### src/rtl/lpfd_pkg.sv
// shared types and constants for the length-prefixed frame deframer
`default_nettype none

package lpfd_pkg;

    // header layout
    localparam int unsigned HEADER_BYTES = 6;
    localparam int unsigned POS_W        = 3;

    // field widths
    localparam int unsigned BYTE_W = 8;
    localparam int unsigned LEN_W  = 16;
    localparam int unsigned KIND_W = 2;

    // header byte positions
    localparam logic [POS_W-1:0] POS_MAGIC0  = 3'd0;
    localparam logic [POS_W-1:0] POS_MAGIC1  = 3'd1;
    localparam logic [POS_W-1:0] POS_VERSION = 3'd2;
    localparam logic [POS_W-1:0] POS_TYPE    = 3'd3;
    localparam logic [POS_W-1:0] POS_LEN_HI  = 3'd4;
    localparam logic [POS_W-1:0] POS_LEN_LO  = 3'd5;

    // result kinds
    localparam logic [KIND_W-1:0] KIND_PAYLOAD = 2'd0;
    localparam logic [KIND_W-1:0] KIND_EMPTY   = 2'd1;
    localparam logic [KIND_W-1:0] KIND_DESYNC  = 2'd2;

    // configuration register indexes
    localparam int unsigned CFG_IDX_W = 2;
    localparam logic [CFG_IDX_W-1:0] CFG_MAGIC_FIRST  = 2'd0;
    localparam logic [CFG_IDX_W-1:0] CFG_MAGIC_SECOND = 2'd1;
    localparam logic [CFG_IDX_W-1:0] CFG_VERSION      = 2'd2;

    // configuration reset values
    localparam logic [BYTE_W-1:0] RST_MAGIC_FIRST  = 8'h43;
    localparam logic [BYTE_W-1:0] RST_MAGIC_SECOND = 8'h48;
    localparam logic [BYTE_W-1:0] RST_VERSION      = 8'h01;

    // configuration values seen by the core
    typedef struct packed {
        logic [BYTE_W-1:0] magic_first;
        logic [BYTE_W-1:0] magic_second;
        logic [BYTE_W-1:0] expected_version;
    } lpfd_cfg_t;

    // one result item
    typedef struct packed {
        logic [KIND_W-1:0] kind;
        logic [BYTE_W-1:0] frame_type;
        logic [LEN_W-1:0]  payload_length;
        logic [BYTE_W-1:0] payload_byte;
        logic              first_of_frame;
        logic              last_of_frame;
    } lpfd_result_t;

endpackage

`default_nettype wire

### src/rtl/lpfd_cfg.sv
// configuration register file for the deframer
`default_nettype none

module lpfd_cfg
    import lpfd_pkg::*;
(
    input  wire logic                 aclk,
    input  wire logic                 aresetn,
    input  wire logic                 cfg_valid,
    input  wire logic [CFG_IDX_W-1:0] cfg_index,
    input  wire logic [BYTE_W-1:0]    cfg_data,
    output lpfd_cfg_t                 cfg
);

    lpfd_cfg_t cfg_reg;

    // register writes, unknown indexes ignored
    always_ff @(posedge aclk) begin
        if (!aresetn) begin
            cfg_reg.magic_first      <= RST_MAGIC_FIRST;
            cfg_reg.magic_second     <= RST_MAGIC_SECOND;
            cfg_reg.expected_version <= RST_VERSION;
        end else if (cfg_valid) begin
            case (cfg_index)
                CFG_MAGIC_FIRST: begin
                    cfg_reg.magic_first <= cfg_data;
                end
                CFG_MAGIC_SECOND: begin
                    cfg_reg.magic_second <= cfg_data;
                end
                CFG_VERSION: begin
                    cfg_reg.expected_version <= cfg_data;
                end
                default: begin
                end
            endcase
        end
    end

    assign cfg = cfg_reg;

endmodule

`default_nettype wire

### src/rtl/lpfd_core.sv
// header parser and payload tracker, one byte per accepted request
`default_nettype none

module lpfd_core
    import lpfd_pkg::*;
(
    input  wire logic              aclk,
    input  wire logic              aresetn,
    input  wire logic              accept,
    input  wire logic [BYTE_W-1:0] rx_byte,
    input  lpfd_cfg_t              cfg,
    output logic                   res_valid,
    output lpfd_result_t           res
);

    logic [POS_W-1:0]  pos_reg,       pos_next;
    logic              match_reg,     match_next;
    logic [BYTE_W-1:0] type_reg,      type_next;
    logic [LEN_W-1:0]  len_reg,       len_next;
    logic [LEN_W-1:0]  remain_reg,    remain_next;
    logic              in_pay_reg,    in_pay_next;

    // next state and result for the incoming byte
    always_comb begin
        pos_next    = pos_reg;
        match_next  = match_reg;
        type_next   = type_reg;
        len_next    = len_reg;
        remain_next = remain_reg;
        in_pay_next = in_pay_reg;
        res_valid   = 1'b0;
        res.kind           = KIND_PAYLOAD;
        res.payload_byte   = '0;
        res.first_of_frame = 1'b0;
        res.last_of_frame  = 1'b0;

        if (in_pay_reg) begin
            // payload byte passes through
            res_valid          = 1'b1;
            res.payload_byte   = rx_byte;
            res.first_of_frame = (remain_reg == len_reg);
            res.last_of_frame  = (remain_reg <= LEN_W'(1));
            if (remain_reg != '0) begin
                remain_next = remain_reg - LEN_W'(1);
            end
            if (remain_reg <= LEN_W'(1)) begin
                in_pay_next = 1'b0;
                pos_next    = POS_MAGIC0;
                match_next  = 1'b1;
            end
        end else begin
            case (pos_reg)
                POS_MAGIC0: begin
                    match_next = (rx_byte == cfg.magic_first);
                    pos_next   = POS_MAGIC1;
                end
                POS_MAGIC1: begin
                    match_next = match_reg && (rx_byte == cfg.magic_second);
                    pos_next   = POS_VERSION;
                end
                POS_VERSION: begin
                    match_next = match_reg && (rx_byte == cfg.expected_version);
                    pos_next   = POS_TYPE;
                end
                POS_TYPE: begin
                    type_next = rx_byte;
                    pos_next  = POS_LEN_HI;
                end
                POS_LEN_HI: begin
                    len_next = {rx_byte, {BYTE_W{1'b0}}};
                    pos_next = POS_LEN_LO;
                end
                default: begin
                    // last header byte: check and decide
                    len_next   = {len_reg[LEN_W-1:BYTE_W], rx_byte};
                    pos_next   = POS_MAGIC0;
                    match_next = 1'b1;
                    if (!match_reg) begin
                        res_valid = 1'b1;
                        res.kind  = KIND_DESYNC;
                    end else if (len_next == '0) begin
                        res_valid         = 1'b1;
                        res.kind          = KIND_EMPTY;
                        res.last_of_frame = 1'b1;
                    end else begin
                        remain_next = len_next;
                        in_pay_next = 1'b1;
                    end
                end
            endcase
        end
        res.frame_type     = type_next;
        res.payload_length = len_next;
    end

    // control state
    always_ff @(posedge aclk) begin
        if (!aresetn) begin
            pos_reg    <= POS_MAGIC0;
            match_reg  <= 1'b1;
            type_reg   <= '0;
            len_reg    <= '0;
            remain_reg <= '0;
            in_pay_reg <= 1'b0;
        end else if (accept) begin
            pos_reg    <= pos_next;
            match_reg  <= match_next;
            type_reg   <= type_next;
            len_reg    <= len_next;
            remain_reg <= remain_next;
            in_pay_reg <= in_pay_next;
        end
    end

endmodule

`default_nettype wire

### src/rtl/lpfd_out.sv
// result register with a skid entry so the input keeps flowing while one result waits
`default_nettype none

module lpfd_out
    import lpfd_pkg::*;
(
    input  wire logic   aclk,
    input  wire logic   aresetn,
    input  wire logic   push,
    input  lpfd_result_t push_data,
    output logic        can_take,
    output logic        out_valid,
    output lpfd_result_t out_data,
    input  wire logic   out_ready
);

    logic         main_valid_reg;
    lpfd_result_t main_reg;
    logic         skid_valid_reg;
    lpfd_result_t skid_reg;

    // control bits
    always_ff @(posedge aclk) begin
        if (!aresetn) begin
            main_valid_reg <= 1'b0;
            skid_valid_reg <= 1'b0;
        end else if (!main_valid_reg || out_ready) begin
            if (skid_valid_reg) begin
                main_valid_reg <= 1'b1;
                skid_valid_reg <= 1'b0;
            end else begin
                main_valid_reg <= push;
            end
        end else if (push) begin
            skid_valid_reg <= 1'b1;
        end
    end

    // payload, no reset
    always_ff @(posedge aclk) begin
        if (!main_valid_reg || out_ready) begin
            if (skid_valid_reg) begin
                main_reg <= skid_reg;
            end else if (push) begin
                main_reg <= push_data;
            end
        end else if (push) begin
            skid_reg <= push_data;
        end
    end

    assign can_take  = !skid_valid_reg;
    assign out_valid = main_valid_reg;
    assign out_data  = main_reg;

endmodule

`default_nettype wire

### src/rtl/length_prefixed_frame_deframer_unit.sv
// top level of the length-prefixed frame deframer
//
// Takes one received byte per request on the s_ channel and parses a six-byte
// header: two magic bytes, a version byte, a type byte and a big-endian 16-bit
// length. A bad magic or version gives one desync result after the sixth
// header byte; a good header with zero length gives one empty-frame result;
// otherwise each following payload byte comes out on the m_ channel with the
// frame type, length and first/last marks (last on m_tlast).
// Expected magic and version bytes are written on the cfg_ channel
// (index 0 first magic, 1 second magic, 2 version); write only while idle.
// Throughput is one byte per cycle while s_tready is high; each result is
// registered in the output buffer before it appears on m_.
// A two-entry output buffer lets a new byte be taken while a result waits;
// when m_tready stays low the buffer fills and s_tready drops until it drains.
// Synchronous reset clears the parser to the start of a header, empties the
// output buffer and restores the register defaults 'C', 'H' and 1.
`default_nettype none

module length_prefixed_frame_deframer_unit
    import lpfd_pkg::*;
(
    input  wire logic                 aclk,
    input  wire logic                 aresetn,
    // byte input
    input  wire logic                 s_tvalid,
    output logic                      s_tready,
    input  wire logic [7:0]           s_tdata,   // [7:0] rx_byte
    // result output
    output logic                      m_tvalid,
    input  wire logic                 m_tready,
    output logic [31:0]               m_tdata,   // [7:0] frame_type, [23:8] payload_length,
                                                 // [31:24] payload_byte
    output logic [2:0]                m_tuser,   // [1:0] kind, [2] first_of_frame
    output logic                      m_tlast,   // last_of_frame
    // configuration writes
    input  wire logic                 cfg_valid,
    output logic                      cfg_ready,
    input  wire logic [CFG_IDX_W-1:0] cfg_index,
    input  wire logic [BYTE_W-1:0]    cfg_data
);

    lpfd_cfg_t    cfg;
    logic         accept;
    logic         res_valid;
    lpfd_result_t res;
    lpfd_result_t out_res;
    logic         can_take;

    assign cfg_ready = 1'b1;
    assign s_tready  = can_take;
    assign accept    = s_tvalid && can_take;

    lpfd_cfg u_cfg (
        .aclk      (aclk),
        .aresetn   (aresetn),
        .cfg_valid (cfg_valid),
        .cfg_index (cfg_index),
        .cfg_data  (cfg_data),
        .cfg       (cfg)
    );

    lpfd_core u_core (
        .aclk      (aclk),
        .aresetn   (aresetn),
        .accept    (accept),
        .rx_byte   (s_tdata),
        .cfg       (cfg),
        .res_valid (res_valid),
        .res       (res)
    );

    lpfd_out u_out (
        .aclk      (aclk),
        .aresetn   (aresetn),
        .push      (accept && res_valid),
        .push_data (res),
        .can_take  (can_take),
        .out_valid (m_tvalid),
        .out_data  (out_res),
        .out_ready (m_tready)
    );

    // pack the result onto the stream
    assign m_tdata = {out_res.payload_byte, out_res.payload_length, out_res.frame_type};
    assign m_tuser = {out_res.first_of_frame, out_res.kind};
    assign m_tlast = out_res.last_of_frame;

endmodule

`default_nettype wire
### config.mk
export PLATFORM = sky130hd
export DESIGN_NAME = length_prefixed_frame_deframer_unit
export DESIGN_NICKNAME = d
export VERILOG_FILES = /design/src/rtl/lpfd_pkg.sv /design/src/rtl/lpfd_cfg.sv /design/src/rtl/lpfd_core.sv /design/src/rtl/lpfd_out.sv /design/src/rtl/length_prefixed_frame_deframer_unit.sv
export SDC_FILE = /design/constraint.sdc
export NUM_CORES = 1
export LEC_CHECK = 0
export ABC_AREA = 1
export CAP_MARGIN = 0
export CORE_UTILIZATION = 45
export CTS_BUF_LIST = sky130_fd_sc_hd__clkbuf_8
export DETAILED_ROUTE_END_ITERATION = 7
export DONT_BUFFER_PORTS = 1
export PLACE_DENSITY = 0.6
export SETUP_SLACK_MARGIN = 0.02
export SLEW_MARGIN = 0
export SYNTH_ARGS = -nofsm -noshare
export SYNTH_HDL_FRONTEND = slang
export SYNTH_SLANG_ARGS = --single-unit
export TNS_END_PERCENT = 100
### constraint.sdc
create_clock -name aclk -period 4.28 [get_ports aclk]
set_input_delay 0.214 -clock aclk [delete_from_list [all_inputs] [get_ports aclk]]
set_output_delay 0.214 -clock aclk [all_outputs]
set_load 0.01 [all_outputs]
After elaboration in Yosys (flattened, before gate mapping)

Index checks and enable logic that the tools add are counted.
Widths: inputs -> output; s select.

Register bits: 143
Input port bits: 23
Output and inout port bits: 39
Word-level logic and storage cells: 102

$add $sub $neg: 1
Order comparisons: 1
Eq/ne operators: 15
Mux-type cells: 35
Bitwise operators: 2
Reductions and logical operators: 25

Operators with widths:

| cell                  | number |
|---|---|
| $mux 16               | 6 |
| $mux 36               | 2 |
| $pmux 16 s2           | 1 |
| $eq 8x8->1            | 3 |
| $eq 16x16->1          | 1 |
| $le 16x1->1 const B   | 1 |
| $logic_not 16->1      | 1 |
| $mux 1                | 16 |
| $mux 8                | 2 |
| $reduce_bool 16->1    | 1 |
| $sub 16x1->16 const B | 1 |
| $pmux 3 s5            | 1 |
| $reduce_and 2->1      | 6 |
| $mux 9                | 1 |
| $eq 3x2->1 const B    | 2 |
| $mux 2                | 3 |
| $mux 3                | 2 |
| $ne 2x1->1 const B    | 3 |
| $reduce_and 5->1      | 1 |
| $reduce_or 5->1       | 1 |
| $logic_and 1x1->1     | 4 |
| $ne 2x2->1 const B    | 2 |
| $pmux 1 s4            | 1 |
| $reduce_bool 2->1     | 2 |
| 12 further kinds      | 15 |

Logic depth before layout (Yosys ltp)

Depth after elaboration: 8
Mapped depth: 11
Gate-level depth less buffers: 11

Cells and area by module

A second synthesis with hierarchy kept.

Cells, all modules: 889
Area, all modules: 7,000.5 sq um

Modules (own cells, without submodules):

| module                              | instances | cells an instance | area an instance (sq um) | sequential area each (sq um) |
|---|---|---|---|---|
| lpfd_core                           | 1         | 540               | 3,233.1                  | 900.9 |
| lpfd_out                            | 1         | 198               | 2,708.8                  | 2,202.1 |
| lpfd_cfg                            | 1         | 145               | 1,029.7                  | 480.5 |
| length_prefixed_frame_deframer_unit | 1         | 6                 | 28.8                     | 0.0 |

Least setup slack after synthesis

OpenSTA, ideal clock, no wires.

Kind: register to register
From: reg u_out.skid_valid_reg
To: reg u_out.main_reg (netlist bit u_out.out_data[0]) (enable)
Library setup time: 0.441 ns
Arrival: 2.695 ns
Data required time: 3.839 ns
Slack: 1.144 ns
Cell stages (with the launch flop): 8
Buffers on the path: 1
Period minus slack after synthesis: 3.136 ns
Path through: dfxtp_1 -> buf_2 -> clkinv_2 -> nand2_4 -> clkinv_2 -> nand2_2 -> o21bai_1 -> a21oi_1

Longest elaborated chain between the ends: 5

Ends and longest elaborated chain:

| element                       | RTL line                                  | source |
|---|---|---|
| from (decl)                   | lpfd_out.sv:19                            | `logic skid_valid_reg;` |
| from (signal assigned)        | lpfd_out.sv:26                            | `skid_valid_reg <= 1'b0;` |
| from (signal assigned)        | lpfd_out.sv:30                            | `skid_valid_reg <= 1'b0;` |
| from (signal assigned)        | lpfd_out.sv:35                            | `skid_valid_reg <= 1'b1;` |
| $logic_not 1->1               | lpfd_out.sv:52                            | `assign can_take = !skid_valid_reg;` |
| $logic_and 1x1->1             | length_prefixed_frame_deframer_unit.sv:51 | `assign accept = s_tvalid && can_take;` |
| $logic_and 1x1->1             | length_prefixed_frame_deframer_unit.sv:75 | `.push (accept && res_valid),` |
| $reduce_bool 2->1 (no line) * | -                                         |  |
| $reduce_and 2->1 (no line) *  | -                                         |  |
| to (signal assigned)          | lpfd_out.sv:43                            | `main_reg <= skid_reg;` |
| to (signal assigned)          | lpfd_out.sv:45                            | `main_reg <= push_data;` |
| to (decl)                     | lpfd_out.sv:18                            | `lpfd_result_t main_reg;` |

Mark *: on every way between the ends. The rest lies on a longest branch, timed or not.
A chain may end at the register's enable or synchronous reset.

Final worst setup path

From: reg u_out.skid_valid_reg
To: reg u_out.skid_reg[18] (netlist bit) (enable)

Longest elaborated chain between the ends: 4

Ends and longest elaborated chain:

| element                    | RTL line                                  | source |
|---|---|---|
| $logic_not 1->1            | lpfd_out.sv:52                            |  |
| net s_tready               | length_prefixed_frame_deframer_unit.sv:26 | `output logic s_tready,` |
| $logic_and 1x1->1          | length_prefixed_frame_deframer_unit.sv:51 |  |
| $logic_and 1x1->1          | length_prefixed_frame_deframer_unit.sv:75 |  |
| $reduce_and 2->1 (no line) | -                                         |  |
| to (signal assigned)       | lpfd_out.sv:48                            | `skid_reg <= push_data;` |
| to (decl)                  | lpfd_out.sv:20                            | `lpfd_result_t skid_reg;` |

The timed path passes the listed nets, and every way through them passes these cells.

==> run metrics <==
run status=finished, violations left; violations in the final reports=design-rule violations; xor/xnor share of the synthesized area=0.0206; cell with the most instances after synthesis=sky130_fd_sc_hd__nand2_1; via count of the first global-routing pass=5180; worst slew margin relative to its limit=0.299; Syn Area/Cell=7.88 um^2; sum of buffers and inverters on the critical path=3; most used flip-flop cell after synthesis=sky130_fd_sc_hd__edfxtp_1; Sw Ratio=0.269; Post-Synthesis Cells=863; final number of setup-violating endpoints=0; crit path from=u_out.skid_valid_reg; Gate power share=0.140; most used standard cells in the synthesized netlist=sky130_fd_sc_hd__nand2_1, sky130_fd_sc_hd__nor2_1, sky130_fd_sc_hd__inv_1; post-synth design cell area=6800 um^2; number of search-and-repair iterations in the first detailed-routing pass=7; clock tree buffer depth=2; number of max-cap violations=0; TritonCTS Buffers=17; Top delay family on crit path=simple AND/OR/NAND/NOR gates; input/output buffers=0; share of power burned in registers=0.481; most used cell, CP=sky130_fd_sc_hd__clkinv_2; cell type of the slowest stage on the worst timing path=sky130_fd_sc_hd__nor2_2; cell internal power dissipation=2340 uW; reported leakage power=0.00334 uW; TritonCTS clock tree=yes; worst hold path cell count=2; logic depth of the worst setup path including buffers=7; proportion of register bits with asynchronous set or reset after synthesis=0; Cell Chain, Critical Path=clkinv_2, nand2_4, clkinv_2, nand2_2, o21bai_1, nor2_2, buf_4; worst flop-to-flop path endpoint=u_out.skid_reg[18]; distinct cell type count after synthesis=32; worst path arrival time=3210 ps; startpoint types=register; crit path kind=register to register; Synth top area share=0.318; area of the multi-input gates=2690 um^2; post-route fraction of the period consumed by the critical path=0.719; Initial Utilization=0.464; row cnt=44; power per unit of standard cell area=423 nW/um^2; slew at the pin closest to its max-slew limit=1050 ps; cell accounting for the most synthesized area=sky130_fd_sc_hd__edfxtp_1; Reg-to-Reg Start=u_out.skid_valid_reg; Floorplan Core Area=14600 um^2; relative contribution of the clock network to total power=0.379; Die H=125 um; Pins Over Slew Limit=0; final routed wire length divided by cell count=15.7 um; Critical Path Sink Type=register; multiplexer fraction of the synthesized cell area=0; pin count of the biggest net entering global routing=45; Detail Placement HPWL=11700 um; number of enable flip-flop cells after synthesis=72; post-synthesis simple-gate area fraction=0.239; total negative setup slack=0 ps; final net count=897; RSZ-0062 raised after global routing=false; setup slack, reg-to-reg=1200 ps; total vias in the final route=5698; worst setup path endpoint=u_out.skid_reg[18]; via/cell ratio=5.34; maximum frequency from static timing analysis=325 MHz; top fanout value on the critical path=44; number of gates resized after CTS=0; Die X-Extent=125 um; number of levels in the clock H-tree=4; number of synthesized register bits=143; die area=15600 um^2; net count after synthesis=889; Final Hold Fails=0; IR drop worst, VDD=0.197 mV; clock sink count=143; Synth Area in Compound Gates=0.128; global-route wire length before repair=27200 um; worst hold path class=primary input to register; total wire length=16800 um; aggregate global routing overflow=0; Reg clk slew, reported paths=70 ps; non-filler instance count after layout=1067; filler instances=1419; largest cells by area after synthesis=sky130_fd_sc_hd__edfxtp_1, sky130_fd_sc_hd__dfxtp_1, sky130_fd_sc_hd__nand2_1; shortest period the worst path allows=3080 ps; required time of the worst setup path=4420 ps; Setup Skew=12.3 ps; buffers inserted by post-CTS timing repair=0; DRC violations left=10; dominant combinational cell family by area after synthesis=simple AND/OR/NAND/NOR gates; synthesis-to-layout area growth=11.3%; boundary pin count=62; remaining antenna violation count after routing=0; Net Switching=860 uW; Critical Path Max Stage Delay=700 ps; hold wc startpoint=aresetn; combined global-route utilization of all metal layers=0.225; later-pin clock latency in the skew report=460 ps; cell count after placement=1017; depth of the most critical reg-to-reg path=7; cell at the root of the clock tree=sky130_fd_sc_hd__clkbuf_8; arithmetic-cell share of the synthesized area counting full adders, half adders and majority gates=0.00552; sequential cell area in the final layout=3580 um^2; share of synthesized area occupied by flip-flops and latches=0.527; cts hold-fix bufs=19; layout cell share with drive strength beyond 1=0.0555; detailed router's first-iteration violation count=469; Yosys warnings=0; antenna violations before repair=0; Diodes inserted=0; final weighted congestion in routability-driven placement=0.884
[through the flow]
step                 util  setup WS, ps  instance area (um^2)  power [uW]  hold WS [ps]
finish              0.517          1200                  7570        3200          37.7
floorplan               -          1140                  6800        1890           327
CTS                 0.517          1180                  7570        3220          2.06
global placement    0.473          1340                  6920        1980           315
detailed placement  0.473          1190                  6920        1990           318
global route        0.517           955                  7570        3350          17.5
[power by group through the flow]
stage	combinational (uW)	clock [uW]	sequential, uW
5_1_grt	509	1300	1550
3_3_place_gp	410	0	1570
2_1_floorplan	331	0	1560
3_5_place_dp	417	0	1570
4_1_cts	443	1240	1540
6_report	449	1210	1540
[how the worst min path moves through the flow]
stage / end / slack (ps)
after detailed placement: u_cfg.cfg[16] / 320
after floorplan: u_cfg.cfg[14] / 330
after global routing: u_cfg.cfg[22] / 20
after global placement: u_cfg.cfg[14] / 310
after CTS: u_cfg.cfg[22] / 2
final: u_cfg.cfg[22] / 40
[kinds of logic (layout without fill, tap and decap cells)]
kind of cell             Yosys count  count (layout)
buffers and inverters            137             157
adder cells (fa/ha/maj)            3               3
flip-flops                       143             143
other                              1               1
XOR/XNOR                          16              16
AO/OA/AOI/OAI                    165             165
AND/OR/NAND/NOR                  398             398
[layer usage]
metal | wire, um | vias up | GRT usage
li1 | - | 2835 | -
met1 | 8130 | 2602 | 0.319
met2 | 7250 | 233 | 0.334
met3 | 1090 | 28 | 0.0479
met4 | 325 | 0 | 0.0918
met5 | 0 | - | 0
[cells in the final DEF, fill, tap and decap left out, drive strengths merged]
| cell | instances |
|---|---|
| dfxtp | 71 |
| xor2 | 8 |
| o211ai | 3 |
| edfxtp | 72 |
| o21ai | 89 |
| conb | 1 |
| o21bai | 1 |
| nand3 | 42 |
| nand2 | 231 |
| a21oi | 49 |
| bufinv | 5 |
| o22ai | 23 |
| dlygate4sd3 | 18 |
| ha | 3 |
| nand4 | 10 |
| inv | 103 |
| clkbuf | 18 |
| buf | 5 |
| nor2 | 107 |
| xnor2 | 8 |
| clkinv | 8 |
| or2 | 1 |
| nor3 | 7 |
[final cells by class]
class	count	share of cell area
Sequential cell	143	0.473
Tap cell	184	0.0304
Timing Repair Buffer	23	0.0304
Clock buffer	18	0.0327
Multi-Input combinational cell	583	0.356
Inverter	103	0.0514
Clock inverter	13	0.0260
(Power assumes the default switching activity.)
